$ cat config.mk
export PLATFORM = sky130hd
export DESIGN_NAME = bipartite_max_matching_engine
export DESIGN_NICKNAME = d
export VERILOG_FILES = /design/src/rtl/bmm_pkg.sv /design/src/rtl/bmm_datapath.sv /design/src/rtl/bmm_ctrl.sv /design/src/rtl/bipartite_max_matching_engine.sv
export SDC_FILE = /design/constraint.sdc
export NUM_CORES = 2
export LEC_CHECK = 0
export BUFFER_PORTS_ARGS = -buffer_cell sky130_fd_sc_hd__buf_2
export CAP_MARGIN = 20
export CORE_MARGIN = 4
export CORE_UTILIZATION = 45
export CTS_CLUSTER_DIAMETER = 100
export CTS_CLUSTER_SIZE = 8
export DETAILED_ROUTE_END_ITERATION = 10
export SLEW_MARGIN = 10
export SYNTH_ARGS = -nofsm -noshare
export SYNTH_HDL_FRONTEND = slang
export SYNTH_SLANG_ARGS = --single-unit
$ cat constraint.sdc
create_clock -name i_clk -period 14.3 [get_ports i_clk]
set_input_delay 2.86 -clock i_clk [delete_from_list [all_inputs] [get_ports i_clk]]
set_output_delay 2.86 -clock i_clk [all_outputs]
set_load 0.02 [all_outputs]
$ cat src/rtl/bmm_pkg.sv
package bmm_pkg;

    // Field widths fixed by the interface.
    localparam int IdW    = 4;
    localparam int CfgAW  = 1;
    localparam int CfgDW  = 5;
    localparam int CountW = 5;

    // Configuration register indexes.
    localparam logic [CfgAW-1:0] RegUserCount = 1'd0;
    localparam logic [CfgAW-1:0] RegMethod    = 1'd1;

    // Commands from the controller to the datapath.
    typedef struct packed {
        logic load;
        logic start_user;
        logic adj_rd;
        logic pop;
        logic mark;
        logic push;
        logic unwind_start;
        logic unwind_step;
        logic take;
        logic count_inc;
        logic next_user;
        logic clear_all;
        logic out_load;
    } t_cmd;

    // Status from the datapath to the controller.
    typedef struct packed {
        logic method;
        logic user_end;
        logic list_end;
        logic sp_one;
        logic stack_full;
        logic seen;
        logic owned;
        logic k_one;
        logic out_free;
    } t_sts;

endpackage

$ cat src/rtl/bmm_datapath.sv
module bmm_datapath #(
    parameter int MAX_USERS  = 16,
    parameter int MAX_JOBS   = 16,
    parameter int MAX_DEGREE = 16
) (
    input  logic                        i_clk,
    input  logic                        i_rst_n,
    input  bmm_pkg::t_cmd               i_cmd,
    output bmm_pkg::t_sts               o_sts,
    input  logic [bmm_pkg::IdW-1:0]     i_user_id,
    input  logic [bmm_pkg::IdW-1:0]     i_job_id,
    input  logic                        i_cfg_we,
    input  logic [bmm_pkg::CfgAW-1:0]   i_cfg_addr,
    input  logic [bmm_pkg::CfgDW-1:0]   i_cfg_data,
    output logic                        o_valid,
    input  logic                        i_ready,
    output logic [bmm_pkg::CountW-1:0]  o_match_count,
    output logic                        o_overflow
);

    localparam int UW  = (MAX_USERS > 1) ? $clog2(MAX_USERS) : 1;
    localparam int JW  = (MAX_JOBS > 1) ? $clog2(MAX_JOBS) : 1;
    localparam int LW  = $clog2(MAX_DEGREE + 1);
    localparam int AW  = $clog2(MAX_USERS * MAX_DEGREE);
    localparam int SD  = MAX_JOBS + 1;
    localparam int SIW = $clog2(SD);
    localparam int SPW = $clog2(SD + 1);
    localparam int CW  = $clog2(MAX_USERS + 1);

    // Control state.
    logic [CW-1:0]              r_user;
    logic [CW-1:0]              r_count;
    logic [LW-1:0]              r_pos;
    logic [SPW-1:0]             r_sp;
    logic [SPW-1:0]             r_k;
    logic [LW-1:0]              r_len [MAX_USERS];
    logic                       r_own_vld [MAX_JOBS];
    logic                       r_visited [MAX_JOBS];
    logic                       r_dropped;
    logic [bmm_pkg::CfgDW-1:0]  r_user_count;
    logic                       r_method;
    logic                       r_out_valid;

    // Payload state.
    logic [JW-1:0]              r_adj [MAX_USERS * MAX_DEGREE];
    logic [JW-1:0]              r_adj_q;
    logic [UW-1:0]              r_own_user [MAX_JOBS];
    logic [UW-1:0]              r_stk_user [SD];
    logic [LW-1:0]              r_stk_pos [SD];
    logic [JW-1:0]              r_stk_job [SD];
    logic [bmm_pkg::CountW-1:0] r_out_count;
    logic                       r_out_ovf;

    logic [SIW-1:0] w_idx;
    logic [SIW-1:0] w_uidx;
    logic [UW-1:0]  w_in_user;
    logic [JW-1:0]  w_in_job;
    logic           w_in_ok;
    logic [LW-1:0]  w_ld_len;
    logic [UW-1:0]  w_len_user;
    logic [LW-1:0]  w_len;
    logic [LW-1:0]  w_cur_pos;
    logic [AW-1:0]  w_wr_addr;
    logic [AW-1:0]  w_rd_addr;
    logic [JW-1:0]  w_j;
    int             w_n;

    // Stack frames in use: the top, and the unwind cursor.
    assign w_idx  = SIW'(r_sp - 1'b1);
    assign w_uidx = SIW'(r_k - 1'b1);

    assign w_in_user = UW'(i_user_id);
    assign w_in_job  = JW'(i_job_id);
    assign w_in_ok   = (int'(i_user_id) < MAX_USERS) && (int'(i_job_id) < MAX_JOBS);
    assign w_j       = r_adj_q;
    assign w_ld_len  = r_len[w_in_user];

    // List length for the search: the greedy user or the search top.
    always_comb begin
        if (r_method) begin
            w_len_user = UW'(r_user);
        end else begin
            w_len_user = r_stk_user[w_idx];
        end
    end
    assign w_len     = r_len[w_len_user];
    assign w_cur_pos = r_method ? r_pos : r_stk_pos[w_idx];
    assign w_wr_addr = AW'(int'(w_in_user) * MAX_DEGREE + int'(w_ld_len));
    assign w_rd_addr = AW'(int'(w_len_user) * MAX_DEGREE + int'(w_cur_pos));
    assign w_n       = (int'(r_user_count) > MAX_USERS) ? MAX_USERS : int'(r_user_count);

    // Status to the controller.
    always_comb begin
        o_sts.method     = r_method;
        o_sts.user_end   = int'(r_user) >= w_n;
        o_sts.list_end   = w_cur_pos >= w_len;
        o_sts.sp_one     = r_sp == SPW'(1);
        o_sts.stack_full = r_sp == SPW'(SD);
        o_sts.seen       = r_visited[w_j];
        o_sts.owned      = r_own_vld[w_j];
        o_sts.k_one      = r_k == SPW'(1);
        o_sts.out_free   = !r_out_valid || i_ready;
    end

    // Control registers, counters and valid bits.
    always_ff @(posedge i_clk) begin
        if (!i_rst_n) begin
            r_user       <= '0;
            r_count      <= '0;
            r_pos        <= '0;
            r_sp         <= '0;
            r_k          <= '0;
            r_dropped    <= 1'b0;
            r_user_count <= bmm_pkg::CfgDW'(16);
            r_method     <= 1'b0;
            r_out_valid  <= 1'b0;
            for (int i = 0; i < MAX_USERS; i++) r_len[i] <= '0;
            for (int i = 0; i < MAX_JOBS; i++) begin
                r_own_vld[i] <= 1'b0;
                r_visited[i] <= 1'b0;
            end
        end else begin
            if (i_cfg_we) begin
                unique case (i_cfg_addr)
                    bmm_pkg::RegUserCount: r_user_count <= i_cfg_data;
                    bmm_pkg::RegMethod:    r_method     <= i_cfg_data[0];
                    default: ;
                endcase
            end
            if (i_cmd.load && w_in_ok) begin
                if (int'(w_ld_len) < MAX_DEGREE) begin
                    r_len[w_in_user] <= w_ld_len + 1'b1;
                end else begin
                    r_dropped <= 1'b1;
                end
            end
            if (i_cmd.start_user) begin
                r_sp  <= SPW'(1);
                r_pos <= '0;
                for (int i = 0; i < MAX_JOBS; i++) r_visited[i] <= 1'b0;
            end
            if (i_cmd.adj_rd && r_method) r_pos <= r_pos + 1'b1;
            if (i_cmd.pop) r_sp <= r_sp - 1'b1;
            if (i_cmd.push) r_sp <= r_sp + 1'b1;
            if (i_cmd.mark) r_visited[w_j] <= 1'b1;
            if (i_cmd.unwind_start) r_k <= r_sp;
            if (i_cmd.unwind_step) begin
                r_own_vld[r_stk_job[w_uidx]] <= 1'b1;
                r_k <= r_k - 1'b1;
            end
            if (i_cmd.take) r_own_vld[w_j] <= 1'b1;
            if (i_cmd.count_inc) r_count <= r_count + 1'b1;
            if (i_cmd.next_user) r_user <= r_user + 1'b1;
            if (i_cmd.out_load) begin
                r_out_valid <= 1'b1;
            end else if (i_ready) begin
                r_out_valid <= 1'b0;
            end
            if (i_cmd.clear_all) begin
                r_user    <= '0;
                r_count   <= '0;
                r_dropped <= 1'b0;
                for (int i = 0; i < MAX_USERS; i++) r_len[i] <= '0;
                for (int i = 0; i < MAX_JOBS; i++) r_own_vld[i] <= 1'b0;
            end
        end
    end

    // Adjacency memory, owners, search stack and the result register.
    always_ff @(posedge i_clk) begin
        if (i_cmd.load && w_in_ok && int'(w_ld_len) < MAX_DEGREE) begin
            r_adj[w_wr_addr] <= w_in_job;
        end
        if (i_cmd.adj_rd) begin
            r_adj_q <= r_adj[w_rd_addr];
            if (!r_method) r_stk_pos[w_idx] <= r_stk_pos[w_idx] + 1'b1;
        end
        if (i_cmd.start_user) begin
            r_stk_user[0] <= UW'(r_user);
            r_stk_pos[0]  <= '0;
            r_stk_job[0]  <= '0;
        end
        if (i_cmd.mark) r_stk_job[w_idx] <= w_j;
        if (i_cmd.push) begin
            r_stk_user[SIW'(r_sp)] <= r_own_user[w_j];
            r_stk_pos[SIW'(r_sp)]  <= '0;
            r_stk_job[SIW'(r_sp)]  <= '0;
        end
        if (i_cmd.unwind_step) r_own_user[r_stk_job[w_uidx]] <= r_stk_user[w_uidx];
        if (i_cmd.take) r_own_user[w_j] <= UW'(r_user);
        if (i_cmd.out_load) begin
            r_out_count <= bmm_pkg::CountW'(r_count);
            r_out_ovf   <= r_dropped;
        end
    end

    assign o_valid       = r_out_valid;
    assign o_match_count = r_out_count;
    assign o_overflow    = r_out_ovf;

`ifndef NO_ASSERTIONS
    // The search stack never grows past one frame per job plus the root.
    a_sp_bound: assert property (@(posedge i_clk) disable iff (!i_rst_n)
        int'(r_sp) <= SD) else $error("search stack overrun");

    // No more matches than users.
    a_count_bound: assert property (@(posedge i_clk) disable iff (!i_rst_n)
        int'(r_count) <= MAX_USERS) else $error("match count beyond user count");

    // A loaded result is presented on the next cycle.
    a_out_load: assert property (@(posedge i_clk) disable iff (!i_rst_n)
        i_cmd.out_load |=> r_out_valid) else $error("result not presented");
`endif

endmodule

$ cat src/rtl/bmm_ctrl.sv
module bmm_ctrl (
    input  logic          i_clk,
    input  logic          i_rst_n,
    input  logic          i_valid,
    input  logic          i_last,
    output logic          o_ready,
    input  bmm_pkg::t_sts i_sts,
    output bmm_pkg::t_cmd o_cmd
);

    typedef enum logic [7:0] {
        S_IDLE   = 8'b0000_0001,
        S_USER   = 8'b0000_0010,
        S_TOP    = 8'b0000_0100,
        S_EXAM   = 8'b0000_1000,
        S_UNWIND = 8'b0001_0000,
        S_GRD_RD = 8'b0010_0000,
        S_GRD_CK = 8'b0100_0000,
        S_DONE   = 8'b1000_0000
    } t_state;

    t_state r_state;
    t_state n_state;

    // Next state and commands.
    always_comb begin
        n_state = r_state;
        o_cmd   = '0;
        o_ready = 1'b0;
        unique case (r_state)
            S_IDLE: begin
                o_ready = 1'b1;
                if (i_valid) begin
                    o_cmd.load = 1'b1;
                    if (i_last) n_state = S_USER;
                end
            end
            S_USER: begin
                if (i_sts.user_end) begin
                    n_state = S_DONE;
                end else begin
                    o_cmd.start_user = 1'b1;
                    n_state = i_sts.method ? S_GRD_RD : S_TOP;
                end
            end
            S_TOP: begin
                if (i_sts.list_end) begin
                    o_cmd.pop = 1'b1;
                    if (i_sts.sp_one) begin
                        o_cmd.next_user = 1'b1;
                        n_state = S_USER;
                    end
                end else begin
                    o_cmd.adj_rd = 1'b1;
                    n_state = S_EXAM;
                end
            end
            S_EXAM: begin
                n_state = S_TOP;
                if (!i_sts.seen) begin
                    o_cmd.mark = 1'b1;
                    if (!i_sts.owned) begin
                        o_cmd.unwind_start = 1'b1;
                        n_state = S_UNWIND;
                    end else if (!i_sts.stack_full) begin
                        o_cmd.push = 1'b1;
                    end
                end
            end
            S_UNWIND: begin
                o_cmd.unwind_step = 1'b1;
                if (i_sts.k_one) begin
                    o_cmd.count_inc = 1'b1;
                    o_cmd.next_user = 1'b1;
                    n_state = S_USER;
                end
            end
            S_GRD_RD: begin
                if (i_sts.list_end) begin
                    o_cmd.next_user = 1'b1;
                    n_state = S_USER;
                end else begin
                    o_cmd.adj_rd = 1'b1;
                    n_state = S_GRD_CK;
                end
            end
            S_GRD_CK: begin
                if (!i_sts.owned) begin
                    o_cmd.take      = 1'b1;
                    o_cmd.count_inc = 1'b1;
                    o_cmd.next_user = 1'b1;
                    n_state = S_USER;
                end else begin
                    n_state = S_GRD_RD;
                end
            end
            S_DONE: begin
                if (i_sts.out_free) begin
                    o_cmd.out_load  = 1'b1;
                    o_cmd.clear_all = 1'b1;
                    n_state = S_IDLE;
                end
            end
            default: n_state = S_IDLE;
        endcase
    end

    // State register.
    always_ff @(posedge i_clk) begin
        if (!i_rst_n) begin
            r_state <= S_IDLE;
        end else begin
            r_state <= n_state;
        end
    end

`ifndef NO_ASSERTIONS
    // Items are taken only while no run is under way.
    a_ready_idle: assert property (@(posedge i_clk) disable iff (!i_rst_n)
        o_ready |-> r_state == S_IDLE) else $error("ready during a run");

    // The final item always starts a run.
    a_last_run: assert property (@(posedge i_clk) disable iff (!i_rst_n)
        (i_valid && o_ready && i_last) |=> r_state == S_USER) else $error("run not started");

    // A result is loaded only when the output stage can take it.
    a_out_free: assert property (@(posedge i_clk) disable iff (!i_rst_n)
        o_cmd.out_load |-> i_sts.out_free) else $error("result overwritten");
`endif

endmodule

$ cat src/rtl/bipartite_max_matching_engine.sv
// Bipartite matching engine. Edges (user_id, job_id) are taken one item per
// cycle and appended to per-user lists of up to MAX_DEGREE jobs; an edge for a
// full list is dropped and flags overflow. The item with last set starts the
// computation over users 0..min(user_count,MAX_USERS)-1 and the input stalls
// until the result is loaded: method 0 runs a depth-first augmenting-path
// search per user, method 1 gives each user its first free listed job. Each
// examined list entry is an adjacency memory read, then a check, and the
// result is held back while the previous result is still waiting. A method 0
// search holds at most MAX_JOBS+1 frames, each popped or unwound once.
// The result is one item of match_count and overflow; lists and matching are
// cleared when it is emitted, while the configuration registers keep.
module bipartite_max_matching_engine #(
    parameter int MAX_USERS  = 16,
    parameter int MAX_JOBS   = 16,
    parameter int MAX_DEGREE = 16
) (
    input  logic                        i_clk,
    input  logic                        i_rst_n,
    input  logic                        i_valid,
    output logic                        o_ready,
    input  logic [bmm_pkg::IdW-1:0]     i_user_id,
    input  logic [bmm_pkg::IdW-1:0]     i_job_id,
    input  logic                        i_last,
    output logic                        o_valid,
    input  logic                        i_ready,
    output logic [bmm_pkg::CountW-1:0]  o_match_count,
    output logic                        o_overflow,
    input  logic                        i_cfg_we,
    input  logic [bmm_pkg::CfgAW-1:0]   i_cfg_addr,
    input  logic [bmm_pkg::CfgDW-1:0]   i_cfg_data
);

    bmm_pkg::t_cmd w_cmd;
    bmm_pkg::t_sts w_sts;

    // Sequencer.
    bmm_ctrl u_ctrl (
        .i_clk   (i_clk),
        .i_rst_n (i_rst_n),
        .i_valid (i_valid),
        .i_last  (i_last),
        .o_ready (o_ready),
        .i_sts   (w_sts),
        .o_cmd   (w_cmd)
    );

    // Stores, counters and result register.
    bmm_datapath #(
        .MAX_USERS  (MAX_USERS),
        .MAX_JOBS   (MAX_JOBS),
        .MAX_DEGREE (MAX_DEGREE)
    ) u_datapath (
        .i_clk         (i_clk),
        .i_rst_n       (i_rst_n),
        .i_cmd         (w_cmd),
        .o_sts         (w_sts),
        .i_user_id     (i_user_id),
        .i_job_id      (i_job_id),
        .i_cfg_we      (i_cfg_we),
        .i_cfg_addr    (i_cfg_addr),
        .i_cfg_data    (i_cfg_data),
        .o_valid       (o_valid),
        .i_ready       (i_ready),
        .o_match_count (o_match_count),
        .o_overflow    (o_overflow)
    );

endmodule

==> impl_metrics.json <==
{
  "peakVddDrop_v": 0.000116,
  "hold_viol": 0,
  "initialDrtViolationCount": 4020,
  "grt_max_degree": 174,
  "ys_seq_elements": 1472,
  "numCtsBuffers": 202,
  "status": "finished clean",
  "ys_async_sr_fraction": 0,
  "utilization": 0.510,
  "tns_ns": 0,
  "clkLatencyLatePin_ns": 0.82,
  "synth_area_leaders": "edfxtp_1, nand2_1, mux4_2, dfxtp_1, mux2i_1",
  "cap_violations": 0,
  "mostFrequentLayoutCell": "edfxtp_1",
  "die-area_um2": 143000,
  "finalHoldWorstSlack_ns": 0.442,
  "synth.avg_cell_area_um2": 13.5,
  "slew_viol_final": 0,
  "grt.total_usage": 0.220,
  "root_buffer": "clkbuf_16",
  "setup_viol": 0,
  "vias": 38000,
  "drc_errors": 0,
  "ant_nets": 0,
  "yosysTopAreaCell": "edfxtp_1",
  "cp-start-kind": "flip-flop",
  "fp.dieW_um": 379,
  "post-route-worst-setup-slack_ns": 6.79,
  "fillers": 11400,
  "period_needed_ns": 7.51,
  "portBuffers": 27,
  "place_hpwl_um": 93100,
  "htreeDepth": 4,
  "drive_above_1_share": 0.113,
  "path_class": "reg2reg",
  "layout_common_cells": "edfxtp_1, nand2_1, nor2_1",
  "power_density_nw_per_um2": 142,
  "rsz0062_at_grt": "no",
  "skew_ns": 0.0758,
  "relSlewSlack": 0.247,
  "antenna_found_initial": 2,
  "num_io_pins": 28,
  "ys_seq_area_frac": 0.692,
  "min_path_type": "reg2reg",
  "grt_overflow": 0,
  "area_delta_synth_final_pct": 12.0,
  "synth_top_area_share": 0.646,
  "synth-warning-count": 0,
  "cp.required_ns": 14.75,
  "endpoint_kind": "flip-flop",
  "place.gp.congestion": 0.832,
  "route.detailed.wl_per_inst_um": 24.6,
  "dp.cells": 6143,
  "start_util": 0.455,
  "fin_nets": 4615,
  "preCtsSetupSlack_ns": 6.18,
  "syn_inst": 4574,
  "synth_edf_count": 1331,
  "grt_first_pass_wirelength_um": 237000,
  "synthFlopType": "edfxtp_1",
  "clock_sinks": 1472,
  "synth_fp_nets": 4622,
  "die-height_um": 379,
  "period_share": 0.525,
  "syn_area_um2": 61800,
  "vias_per_cell": 5.93,
  "cts_setup_buffers": 0,
  "final_cells": 6417,
  "ctsResizeCount": 0,
  "fmax_ghz": 0.133,
  "cts_buffer_depth": 3,
  "p_leak_nw": 22.8,
  "tightest_slew_ns": 1.12,
  "wl_um": 158000,
  "rows": 135,
  "cts_tree": "yes",
  "clk_pin_slew_ns": 0.05,
  "first_global_vias": 37500,
  "cts_hold_buf": 0,
  "arrival_ns": 7.96,
  "first_pass_iters": 6,
  "ys_types": 68,
  "core_area_um2": 136000,
  "crit_fanout": 26
}
-- logic make-up after synthesis --
family,Yosys count,share of synthesized area
mux,407,0.0999
flops,1472,0.692
buf+inv,334,0.0233
fa+ha+maj,28,0.00567
xor+xnor,24,0.00340
compound gates,341,0.0383
simple gates,1968,0.137
-- cells in the mapped netlist, types with 4 or more instances --
| master | n |
|---|---|
| o21ai_0 | 44 |
| nor2_1 | 454 |
| nand3_1 | 281 |
| buf_1 | 27 |
| nor2b_1 | 26 |
| a31oi_1 | 4 |
| a22o_1 | 6 |
| a32oi_1 | 129 |
| a21oi_1 | 94 |
| o211ai_1 | 5 |
| nand3b_1 | 10 |
| mux2_2 | 21 |
| edfxtp_1 | 1331 |
| o31ai_1 | 4 |
| mux4_1 | 12 |
| a21o_1 | 8 |
| nor3_1 | 18 |
| a21boi_0 | 6 |
| ha_1 | 28 |
| nand2_1 | 947 |
| mux2i_1 | 223 |
| nand2b_1 | 10 |
| xor2_1 | 13 |
| nor4_1 | 6 |
| buf_2 | 95 |
| and2_1 | 19 |
| o22ai_1 | 22 |
| clkbuf_1 | 177 |
| buf_4 | 8 |
| xnor2_1 | 11 |
| mux4_2 | 148 |
| inv_1 | 20 |
| nor3b_1 | 8 |
| dfxtp_1 | 141 |
| and3_1 | 10 |
| nand4_1 | 165 |
-- power breakdown --
part           switching, mW  internal, mW  total [mW]
registers             0.0110          4.72        4.73
logic                  0.571         0.203       0.774
clock network           1.74          2.60        4.34
total                   2.32          7.52        9.84
-- metrics by stage --
stage	cell area [um2]	total power, mW
detailed placement	63600	5.58
floorplan	61800	5.26
finish	69300	9.84
CTS	69300	9.92
global placement	63600	5.58
global route	69300	10.2
-- final timing paths --
path	from	depth (start not counted)	slack, ns	endpoint
worst max-delay path	u_datapath.r_sp[1]	23	6.79	u_datapath.r_stk_pos[16][4]
worst min-delay path	u_datapath.r_pos[4]	1	0.44	u_datapath.r_pos[4]
worst max register to register	u_datapath.r_sp[1]	23	6.79	u_datapath.r_stk_pos[16][4]
worst min register to register	u_datapath.r_pos[4]	1	0.44	u_datapath.r_pos[4]
-- registers in the layout (all words and copies together) (netlist names), 5 cells and up --
signal                    flops
u_ctrl.r_state                8
u_datapath.o_match_count      5
u_datapath.r_adj           1024
u_datapath.r_count            5
u_datapath.r_k                5
u_datapath.r_len             80
u_datapath.r_own_user        64
u_datapath.r_own_vld         16
u_datapath.r_pos              5
u_datapath.r_sp               5
u_datapath.r_stk_job         68
u_datapath.r_stk_pos         85
u_datapath.r_stk_user        68
u_datapath.r_user             5
u_datapath.r_user_count       5
u_datapath.r_visited         16
-- final cells by class --
class,count,area (um2),share of cell area
Antenna cell,1,2.50,0.0000361
Clock buffer,257,5300,0.0765
Clock inverter,15,374,0.00540
Inverter,23,103,0.00148
Multi-Input combinational cell,2768,17700,0.256
Sequential cell,1472,42800,0.618
Tap cell,1781,2230,0.0322
Timing Repair Buffer,100,768,0.0111
-- layer usage --
layer  wire length, um  vias up  GRT usage  part of all wire
li1                  -    17100          -                 -
met1             69200    19200      0.316              0.44
met2             73200     1502      0.342              0.46
met3             11600      270     0.0408             0.073
met4              4110        2     0.0709             0.026
met5                15        -          0          0.000095
-- critical path, cell delays in order (launching register included) --
cell	delay, ns
dfxtp_1	0.59
inv_1	0.21
ha_2	0.41
xnor2_2	0.54
buf_4	0.29
mux4_2	0.54
mux2_4	0.29
mux2i_4	0.19
inv_2	0.28
mux4_1	0.56
mux2_2	0.28
nand2_1	0.06
o21ai_1	0.07
ha_1	0.30
nand2b_1	0.14
a21o_1	0.17
a21o_1	0.17
a21o_1	0.19
a21oi_1	0.32
nand2b_1	0.20
inv_1	0.33
and3_1	0.24
a211oi_1	0.22
a21oi_1	0.53
Power figures use the tool's default switching activity.
